$ cat config.mk
export PLATFORM = sky130hd
export DESIGN_NAME = length_prefixed_frame_deframer
export DESIGN_NICKNAME = d
export VERILOG_FILES = /design/src/rtl/lpfd_pkg.sv /design/src/rtl/length_prefixed_frame_deframer.sv /design/src/rtl/lpfd_in_reg.sv /design/src/rtl/lpfd_core.sv /design/src/rtl/lpfd_out_reg.sv
export SDC_FILE = /design/constraint.sdc
export NUM_CORES = 1
export LEC_CHECK = 0
export ABC_AREA = 0
export BUFFER_PORTS_ARGS = -buffer_cell sky130_fd_sc_hd__buf_4
export CORE_MARGIN = 2
export CORE_UTILIZATION = 61
export DETAILED_ROUTE_END_ITERATION = 8
export GPL_ROUTABILITY_DRIVEN = 0
export PLACE_DENSITY = 0.92
export SETUP_SLACK_MARGIN = 0.2
export SLEW_MARGIN = 20
export SYNTH_ARGS = -nofsm -noshare
export SYNTH_HDL_FRONTEND = slang
export SYNTH_HIERARCHICAL = 1
export SYNTH_SLANG_ARGS = --single-unit
$ cat constraint.sdc
create_clock -name clk -period 3.9 [get_ports clk]
set_input_delay 0.39 -clock clk [delete_from_list [all_inputs] [get_ports clk]]
set_output_delay 0.39 -clock clk [all_outputs]
set_load 0.02 [all_outputs]
$ cat src/rtl/lpfd_pkg.sv
// Shared beat types and protocol constants for the length-prefixed frame deframer.
`timescale 1ns / 1ps
`default_nettype none
package lpfd_pkg;

  // Width of the register that assembles an extended length.
  localparam int unsigned ACC_W = 32;

  // Length byte escapes.
  localparam logic [7:0] LEN_EXT16 = 8'd254;
  localparam logic [7:0] LEN_EXT32 = 8'd255;

  // Opcodes, low nibble only.
  localparam logic [3:0] OP_DATA  = 4'h1;
  localparam logic [3:0] OP_CLOSE = 4'h8;
  localparam logic [3:0] OP_PONG  = 4'hA;

  // Frame kinds.
  localparam logic [1:0] KIND_DATA    = 2'd0;
  localparam logic [1:0] KIND_CLOSE   = 2'd1;
  localparam logic [1:0] KIND_PONG    = 2'd2;
  localparam logic [1:0] KIND_DISCARD = 2'd3;

  typedef struct packed {
    logic [7:0] data_byte;
    logic       flush;
  } in_beat_t;

  typedef struct packed {
    logic [1:0] frame_kind;
    logic [7:0] payload_byte;
    logic       byte_valid;
    logic       first;
    logic       last;
  } out_beat_t;

endpackage
`default_nettype wire

$ cat src/rtl/length_prefixed_frame_deframer.sv
// Top level of the length-prefixed frame deframer.
//
//   channel | signals                       | direction | beat contents
//   --------+-------------------------------+-----------+---------------------------------
//   in      | in_valid, in_ready, in_beat   | input     | one stream byte, flush flag
//   out     | out_valid, out_ready, out_beat| output    | kind, byte, byte_valid, first, last
//
// One byte beat per cycle sustained unless a result waits for the output slot; a beat
// accepted is held in the input register, parsed there, and its result is loaded into
// the result register that drives out_valid (input register, then result register).
// The rate is set by the single parse stage between the two registers.
// Reset (rst_n low, synchronous) empties both registers and returns the parser to
// awaiting a length byte with the frame kind set to discard.
// A stalled out_ready holds the result register; the input register still drains
// beats that produce no result, and only a beat with a result waits for the slot.
`timescale 1ns / 1ps
`default_nettype none
module length_prefixed_frame_deframer #(
  parameter int unsigned LEN_WIDTH = 32
) (
  input  wire logic                clk,
  input  wire logic                rst_n,
  input  wire logic                in_valid,
  output logic                     in_ready,
  input  wire lpfd_pkg::in_beat_t  in_beat,
  output logic                     out_valid,
  input  wire logic                out_ready,
  output lpfd_pkg::out_beat_t      out_beat
);

  logic                beat_valid;
  lpfd_pkg::in_beat_t  beat;
  logic                res_valid;
  lpfd_pkg::out_beat_t res;
  logic                out_free;
  logic                adv;

  // Advance the held beat when it yields no result or the result slot is open.
  assign adv = beat_valid && (!res_valid || out_free);

  lpfd_in_reg u_in_reg (
    .clk        (clk),
    .rst_n      (rst_n),
    .in_valid   (in_valid),
    .in_ready   (in_ready),
    .in_beat    (in_beat),
    .adv        (adv),
    .beat_valid (beat_valid),
    .beat       (beat)
  );

  // Parse state updates only when the held beat advances.
  lpfd_core #(
    .LEN_WIDTH (LEN_WIDTH)
  ) u_core (
    .clk       (clk),
    .rst_n     (rst_n),
    .step      (adv),
    .beat      (beat),
    .res_valid (res_valid),
    .res       (res)
  );

  lpfd_out_reg u_out_reg (
    .clk       (clk),
    .rst_n     (rst_n),
    .load      (adv && res_valid),
    .res       (res),
    .free      (out_free),
    .out_valid (out_valid),
    .out_ready (out_ready),
    .out_beat  (out_beat)
  );

endmodule
`default_nettype wire

$ cat src/rtl/lpfd_in_reg.sv
// Input register stage holding one accepted byte beat.
`timescale 1ns / 1ps
`default_nettype none
module lpfd_in_reg (
  input  wire logic              clk,
  input  wire logic              rst_n,
  input  wire logic              in_valid,
  output logic                   in_ready,
  input  wire lpfd_pkg::in_beat_t in_beat,
  input  wire logic              adv,
  output logic                   beat_valid,
  output lpfd_pkg::in_beat_t     beat
);

  logic               valid_r;
  logic               valid_nxt;
  lpfd_pkg::in_beat_t beat_r;
  logic               take;

  assign in_ready   = !valid_r || adv;
  assign take       = in_valid && in_ready;
  assign beat_valid = valid_r;
  assign beat       = beat_r;

  always_comb begin
    valid_nxt = valid_r;
    if (take) begin
      valid_nxt = 1'b1;
    end else if (adv) begin
      valid_nxt = 1'b0;
    end
  end

  always_ff @(posedge clk) begin
    if (!rst_n) begin
      valid_r <= 1'b0;
    end else begin
      valid_r <= valid_nxt;
    end
  end

  always_ff @(posedge clk) begin
    if (take) begin
      beat_r <= in_beat;
    end
  end

endmodule
`default_nettype wire

$ cat src/rtl/lpfd_core.sv
// Frame parse state and per-byte decode of the deframer.
`timescale 1ns / 1ps
`default_nettype none
module lpfd_core #(
  parameter int unsigned LEN_WIDTH = 32
) (
  input  wire logic               clk,
  input  wire logic               rst_n,
  input  wire logic               step,
  input  wire lpfd_pkg::in_beat_t beat,
  output logic                    res_valid,
  output lpfd_pkg::out_beat_t     res
);

  localparam logic [2:0] PH_LEN     = 3'd0;
  localparam logic [2:0] PH_EXT16   = 3'd1;
  localparam logic [2:0] PH_EXT32   = 3'd2;
  localparam logic [2:0] PH_OPCODE  = 3'd3;
  localparam logic [2:0] PH_PAYLOAD = 3'd4;

  localparam logic [lpfd_pkg::ACC_W-1:0] MaxLen =
    lpfd_pkg::ACC_W'((64'd1 << LEN_WIDTH) - 64'd1);

  logic [2:0]                   phase_r, phase_nxt;
  logic [lpfd_pkg::ACC_W-1:0]   acc_r, acc_nxt;
  logic [LEN_WIDTH-1:0]         left_r, left_nxt;
  logic [1:0]                   ext_r, ext_nxt;
  logic [1:0]                   kind_r, kind_nxt;
  logic                         firstp_r, firstp_nxt;

  logic [lpfd_pkg::ACC_W-1:0]   acc_shift;
  logic [lpfd_pkg::ACC_W-1:0]   acc_clamp;
  logic [1:0]                   ext_inc;
  logic [1:0]                   ext_need;
  logic [LEN_WIDTH-1:0]         left_dec;
  logic [1:0]                   op_kind;
  logic [3:0]                   op;

  assign acc_shift = {acc_r[lpfd_pkg::ACC_W-9:0], beat.data_byte};
  assign acc_clamp = (acc_shift > MaxLen) ? MaxLen : acc_shift;
  assign ext_inc   = ext_r + 2'd1;
  // Four bytes wrap the two-bit count back to zero.
  assign ext_need  = (phase_r == PH_EXT16) ? 2'd2 : 2'd0;
  assign left_dec  = left_r - LEN_WIDTH'(1);
  assign op        = beat.data_byte[3:0];

  always_comb begin
    case (op)
      lpfd_pkg::OP_DATA:  op_kind = lpfd_pkg::KIND_DATA;
      lpfd_pkg::OP_CLOSE: op_kind = lpfd_pkg::KIND_CLOSE;
      lpfd_pkg::OP_PONG:  op_kind = lpfd_pkg::KIND_PONG;
      default:            op_kind = lpfd_pkg::KIND_DISCARD;
    endcase
  end

  always_comb begin
    phase_nxt  = phase_r;
    acc_nxt    = acc_r;
    left_nxt   = left_r;
    ext_nxt    = ext_r;
    kind_nxt   = kind_r;
    firstp_nxt = firstp_r;
    res_valid  = 1'b0;
    res        = '0;
    res.frame_kind = kind_r;

    if (beat.flush) begin
      phase_nxt  = PH_LEN;
      acc_nxt    = '0;
      left_nxt   = '0;
      ext_nxt    = '0;
      kind_nxt   = lpfd_pkg::KIND_DISCARD;
      firstp_nxt = 1'b1;
    end else begin
      case (phase_r)
        PH_LEN: begin
          if (beat.data_byte == lpfd_pkg::LEN_EXT16) begin
            phase_nxt = PH_EXT16;
            acc_nxt   = '0;
            ext_nxt   = '0;
          end else if (beat.data_byte == lpfd_pkg::LEN_EXT32) begin
            phase_nxt = PH_EXT32;
            acc_nxt   = '0;
            ext_nxt   = '0;
          end else begin
            left_nxt  = LEN_WIDTH'(beat.data_byte);
            phase_nxt = PH_OPCODE;
          end
        end
        PH_EXT16, PH_EXT32: begin
          acc_nxt = acc_shift;
          ext_nxt = ext_inc;
          if (ext_inc == ext_need) begin
            left_nxt  = LEN_WIDTH'(acc_clamp);
            ext_nxt   = '0;
            phase_nxt = PH_OPCODE;
          end
        end
        PH_OPCODE: begin
          kind_nxt   = op_kind;
          firstp_nxt = 1'b1;
          if (left_r == '0) begin
            phase_nxt = PH_LEN;
            // Empty frame of a kept kind: one marker with no data byte.
            if (op_kind != lpfd_pkg::KIND_DISCARD) begin
              res_valid      = 1'b1;
              res.frame_kind = op_kind;
              res.first      = 1'b1;
              res.last       = 1'b1;
            end
          end else begin
            phase_nxt = PH_PAYLOAD;
          end
        end
        PH_PAYLOAD: begin
          left_nxt   = left_dec;
          firstp_nxt = 1'b0;
          if (left_dec == '0) begin
            phase_nxt = PH_LEN;
          end
          if (kind_r != lpfd_pkg::KIND_DISCARD) begin
            res_valid        = 1'b1;
            res.payload_byte = beat.data_byte;
            res.byte_valid   = 1'b1;
            res.first        = firstp_r;
            res.last         = (left_dec == '0);
          end
        end
        default: begin
          phase_nxt  = PH_LEN;
          acc_nxt    = '0;
          left_nxt   = '0;
          ext_nxt    = '0;
          kind_nxt   = lpfd_pkg::KIND_DISCARD;
          firstp_nxt = 1'b1;
        end
      endcase
    end
  end

  always_ff @(posedge clk) begin
    if (!rst_n) begin
      phase_r  <= PH_LEN;
      acc_r    <= '0;
      left_r   <= '0;
      ext_r    <= '0;
      kind_r   <= lpfd_pkg::KIND_DISCARD;
      firstp_r <= 1'b1;
    end else if (step) begin
      phase_r  <= phase_nxt;
      acc_r    <= acc_nxt;
      left_r   <= left_nxt;
      ext_r    <= ext_nxt;
      kind_r   <= kind_nxt;
      firstp_r <= firstp_nxt;
    end
  end

endmodule
`default_nettype wire

$ cat src/rtl/lpfd_out_reg.sv
// Result register stage driving the output channel.
`timescale 1ns / 1ps
`default_nettype none
module lpfd_out_reg (
  input  wire logic                clk,
  input  wire logic                rst_n,
  input  wire logic                load,
  input  wire lpfd_pkg::out_beat_t res,
  output logic                     free,
  output logic                     out_valid,
  input  wire logic                out_ready,
  output lpfd_pkg::out_beat_t      out_beat
);

  logic                valid_r;
  logic                valid_nxt;
  lpfd_pkg::out_beat_t beat_r;

  assign free      = !valid_r || out_ready;
  assign out_valid = valid_r;
  assign out_beat  = beat_r;

  always_comb begin
    valid_nxt = valid_r;
    if (load) begin
      valid_nxt = 1'b1;
    end else if (out_ready) begin
      valid_nxt = 1'b0;
    end
  end

  always_ff @(posedge clk) begin
    if (!rst_n) begin
      valid_r <= 1'b0;
    end else begin
      valid_r <= valid_nxt;
    end
  end

  always_ff @(posedge clk) begin
    if (load) begin
      beat_r <= res;
    end
  end

endmodule
`default_nettype wire

==> results.py <==
metrics = {
    "status": {
        "status": "completed",
    },
    "yosys": {
        "synthXorXnorAreaFrac_pct": 4.98,
        "synth_top_family_by_area": "simple AND/OR/NAND/NOR gates",
        "synth_compound_area_share_pct": 19.0,
        "synth_edf_count": 22,
        "synth-seq-cells": 88,
        "synth_ff_type": "dfxtp_1",
        "netlist_area_um2": 4930,
        "syn_inst": 567,
        "ys_seq_area_share_pct": 40.2,
        "synth_area_per_cell_um2": 8.69,
        "yosys-mux-area-fraction_pct": 0,
        "ys_types": 64,
        "yosys.area_share.simple_pct": 30.1,
        "syn_nets": 583,
        "synth_fa_ha_area_share_pct": 0.762,
        "synth-async-reset-ratio_pct": 0,
        "synth_warnings": 6,
    },
    "global_route": {
        "grt_usage_pct": 28.9,
        "antenna_found_initial": 0,
        "grt.overflow.total": 0,
        "grt_pass1_wl_um": 20100,
        "grt_max_degree": 67,
        "grt_pass1_vias": 4091,
    },
    "finish": {
        "area_delta_synth_final_pct": 7.49,
        "multiInputGateArea_um2": 2720,
        "regArea_um2": 1980,
        "drive_above_1_share_pct": 13.6,
        "nets": 585,
        "fin_cells": 676,
        "fillCellCount": 582,
        "n_antenna_cell": 0,
    },
    "drt": {
        "wl_per_cell_um": 18.1,
        "drt_wl_total_um": 12300,
        "remaining_drc_errors": 0,
        "antenna_left": 0,
        "first_iter_violations": 698,
        "dr.pass1.iters": 5,
        "vias": 4436,
        "via_per_inst": 6.56,
    },
    "die": {
        "pin_count": 28,
        "dieArea_um2": 8810,
        "coreArea_um2": 7770,
        "die_w_um": 93.9,
        "dieHeight_um": 93.9,
        "row_count": 32,
        "start_util_pct": 63.5,
    },
    "setup_path": {
        "endpoint_kind": "flip-flop",
        "crit_arrival_ps": 3730,
        "slowest_delay_ps": 430,
        "cp_top_family": "simple AND/OR/NAND/NOR gates",
        "crit_fanout": 27,
        "crit_type": "flip-flop to flip-flop",
        "crit_buf_inv": 1,
        "crit_path_top_delay_cell": "dfxtp_1",
        "crit_top_cell": "a21oi_1",
        "cp_cell_sequence": "nor3_2, nand4_2, nor4_2, o211ai_1, a21oi_1, a21boi_1, o311ai_4, buf_4, nor3_1, a21oi_1, nor2b_1",
        "crit_required_ps": 4170,
        "setup.worst_path.start_class": "flip-flop",
    },
    "sta": {
        "timing.fmax_ghz": 0.289,
        "whs_ps": 187,
        "totalNegativeSetupSlack_ps": 0,
        "fin_worst_skew_ps": 10.5,
        "finalMaxSlewViolations": 0,
        "period_needed_ps": 3460,
        "worstMarginPinSlew_ps": 879,
        "setup_viol": 0,
        "rsz0062_at_grt": "no",
        "max-slew-margin-rel_pct": 41.3,
        "setup_slack_ps": 439,
        "hold_viol": 0,
        "fin_crit_sh_pct": 88.8,
    },
    "cts": {
        "cts_setup_buffers": 0,
        "htree_levels": 3,
        "root_buffer": "clkbuf_8",
        "clkLatencyLatePin_ps": 370,
        "path_clk_slew_ps": 90,
        "cts_buffers": 9,
        "cts.sinks": 88,
        "tritoncts": "yes",
        "clockBufferDepth": 2,
    },
    "placed_design": {
        "dp_hpwl_um": 8230,
        "place_ws_ps": 442,
        "dp.cells": 660,
        "numPortBuffers": 27,
    },
    "pwr": {
        "leakage_uw": 0.00195,
        "pwr_density_cell_nw_per_um2": 356,
        "ir_drop_mv": 0.196,
        "power_uw": 1880,
    },
    "min_path": {
        "hold_path_class": "input pin to flip-flop",
    },
    "job": {
        "max_cap_violations": 0,
    },
}
==> cell type report <==
cell class | count | area share [%]
clock buffers | 10 | 2.41
clock inverters | 6 | 0.850
inverters | 8 | 0.567
multi-input cells | 426 | 51.3
flip-flops and latches | 88 | 37.4
well taps | 102 | 2.41
repair buffers | 36 | 5.10
==> timing repair <==
item,in CTS,in global routing
hold buffers,0,0
endpoints found under the setup margin,0,42
gates resized for setup,0,3
hold endpoints to repair,0,0
==> routing by layer <==
metal	global-route usage, %	wire (µm)	vias up
met1	39.7	4960	2046
met4	14.7	331	0
met5	0	0	-
met2	42.8	5640	304
met3	6.58	1320	44
li1	-	-	2042
==> registers in the layout (all words and copies together), names as in the netlist <==
register and cells:
u_out_reg/out_valid 1, u_core/kind_r 2, u_out_reg/out_beat 13, u_core/acc_r 24, u_core/phase_r 3, u_in_reg/beat_valid 1
u_in_reg/beat 9, u_core/ext_r 2, u_core/firstp_r 1, u_core/left_r 32
==> per-stage QoR <==
stage | cell area, µm² | utilization, %
detailed placement | 5110 | 65.8
finish | 5300 | 68.2
CTS | 5280 | 68.0
global placement | 5110 | 65.8
global route | 5300 | 68.2
floorplan | 4930 | -
==> final timing paths <==
path / from / end / slack (ps) / depth (start not counted)
min reg2reg: u_core/acc_r[17] / u_core/acc_r[17] / 470 / 2
max: u_core/left_r[17] / u_core/left_r[3] / 440 / 11
max reg2reg: u_core/left_r[17] / u_core/left_r[3] / 440 / 11
min: in_beat[0] / u_in_reg/beat[0] / 190 / 1
==> power breakdown <==
| part | switching, µW | total [µW] | internal (µW) | leakage [µW] |
|---|---|---|---|---|
| Clock | 343 | 577 | 234 | 0.0000843 |
| Sequential | 25.8 | 972 | 946 | 0.000756 |
| Combinational | 211 | 336 | 125 | 0.00111 |
| Total | 580 | 1880 | 1310 | 0.00195 |
==> placed cells by master, fill, tap and decap left out, types with 3 or more instances in the layout <==
master,n
a21boi_0,25
a21o_1,4
a21oi_1,31
a22o_1,4
a22oi_1,26
and2_1,13
and3_1,3
buf_4,36
clkbuf_8,9
dfxtp_1,66
edfxtp_1,22
ha_1,3
inv_1,9
nand2_1,61
nand3_1,34
nand3b_1,5
nand4_1,9
nor2_1,29
nor2b_1,32
nor3_1,23
nor4_1,10
nor4_2,3
nor4_4,4
o21ai_0,22
o31ai_1,8
or3_1,3
or4_1,4
xnor2_1,15
xor2_1,13
==> synthesized netlist by cell type (all sizes together) (15+ instances only) <==
cell    number  share of area, %
xnor2       15               2.7
o21ai       23               2.3
a21oi       31               3.1
edfxtp      22                13
nand2       61               4.6
nand3       35               3.7
nor4        17               3.6
a21boi      29               4.6
nor2b       32               4.1
nor3        26               3.1
a22oi       26               4.0
dfxtp       66                27
buf         16               2.1
clkbuf      29               2.2
nor2        30               2.3
==> cell families (layout without fill, tap and decap cells) <==
group,after synthesis,in the layout
AND/OR/NAND/NOR,258,258
AO/OA/AOI/OAI,137,137
flip-flops,88,88
buffers and inverters,53,60
XOR/XNOR,28,28
adder cells (fa/ha/maj),3,3
Power figures use the tool's default switching activity.
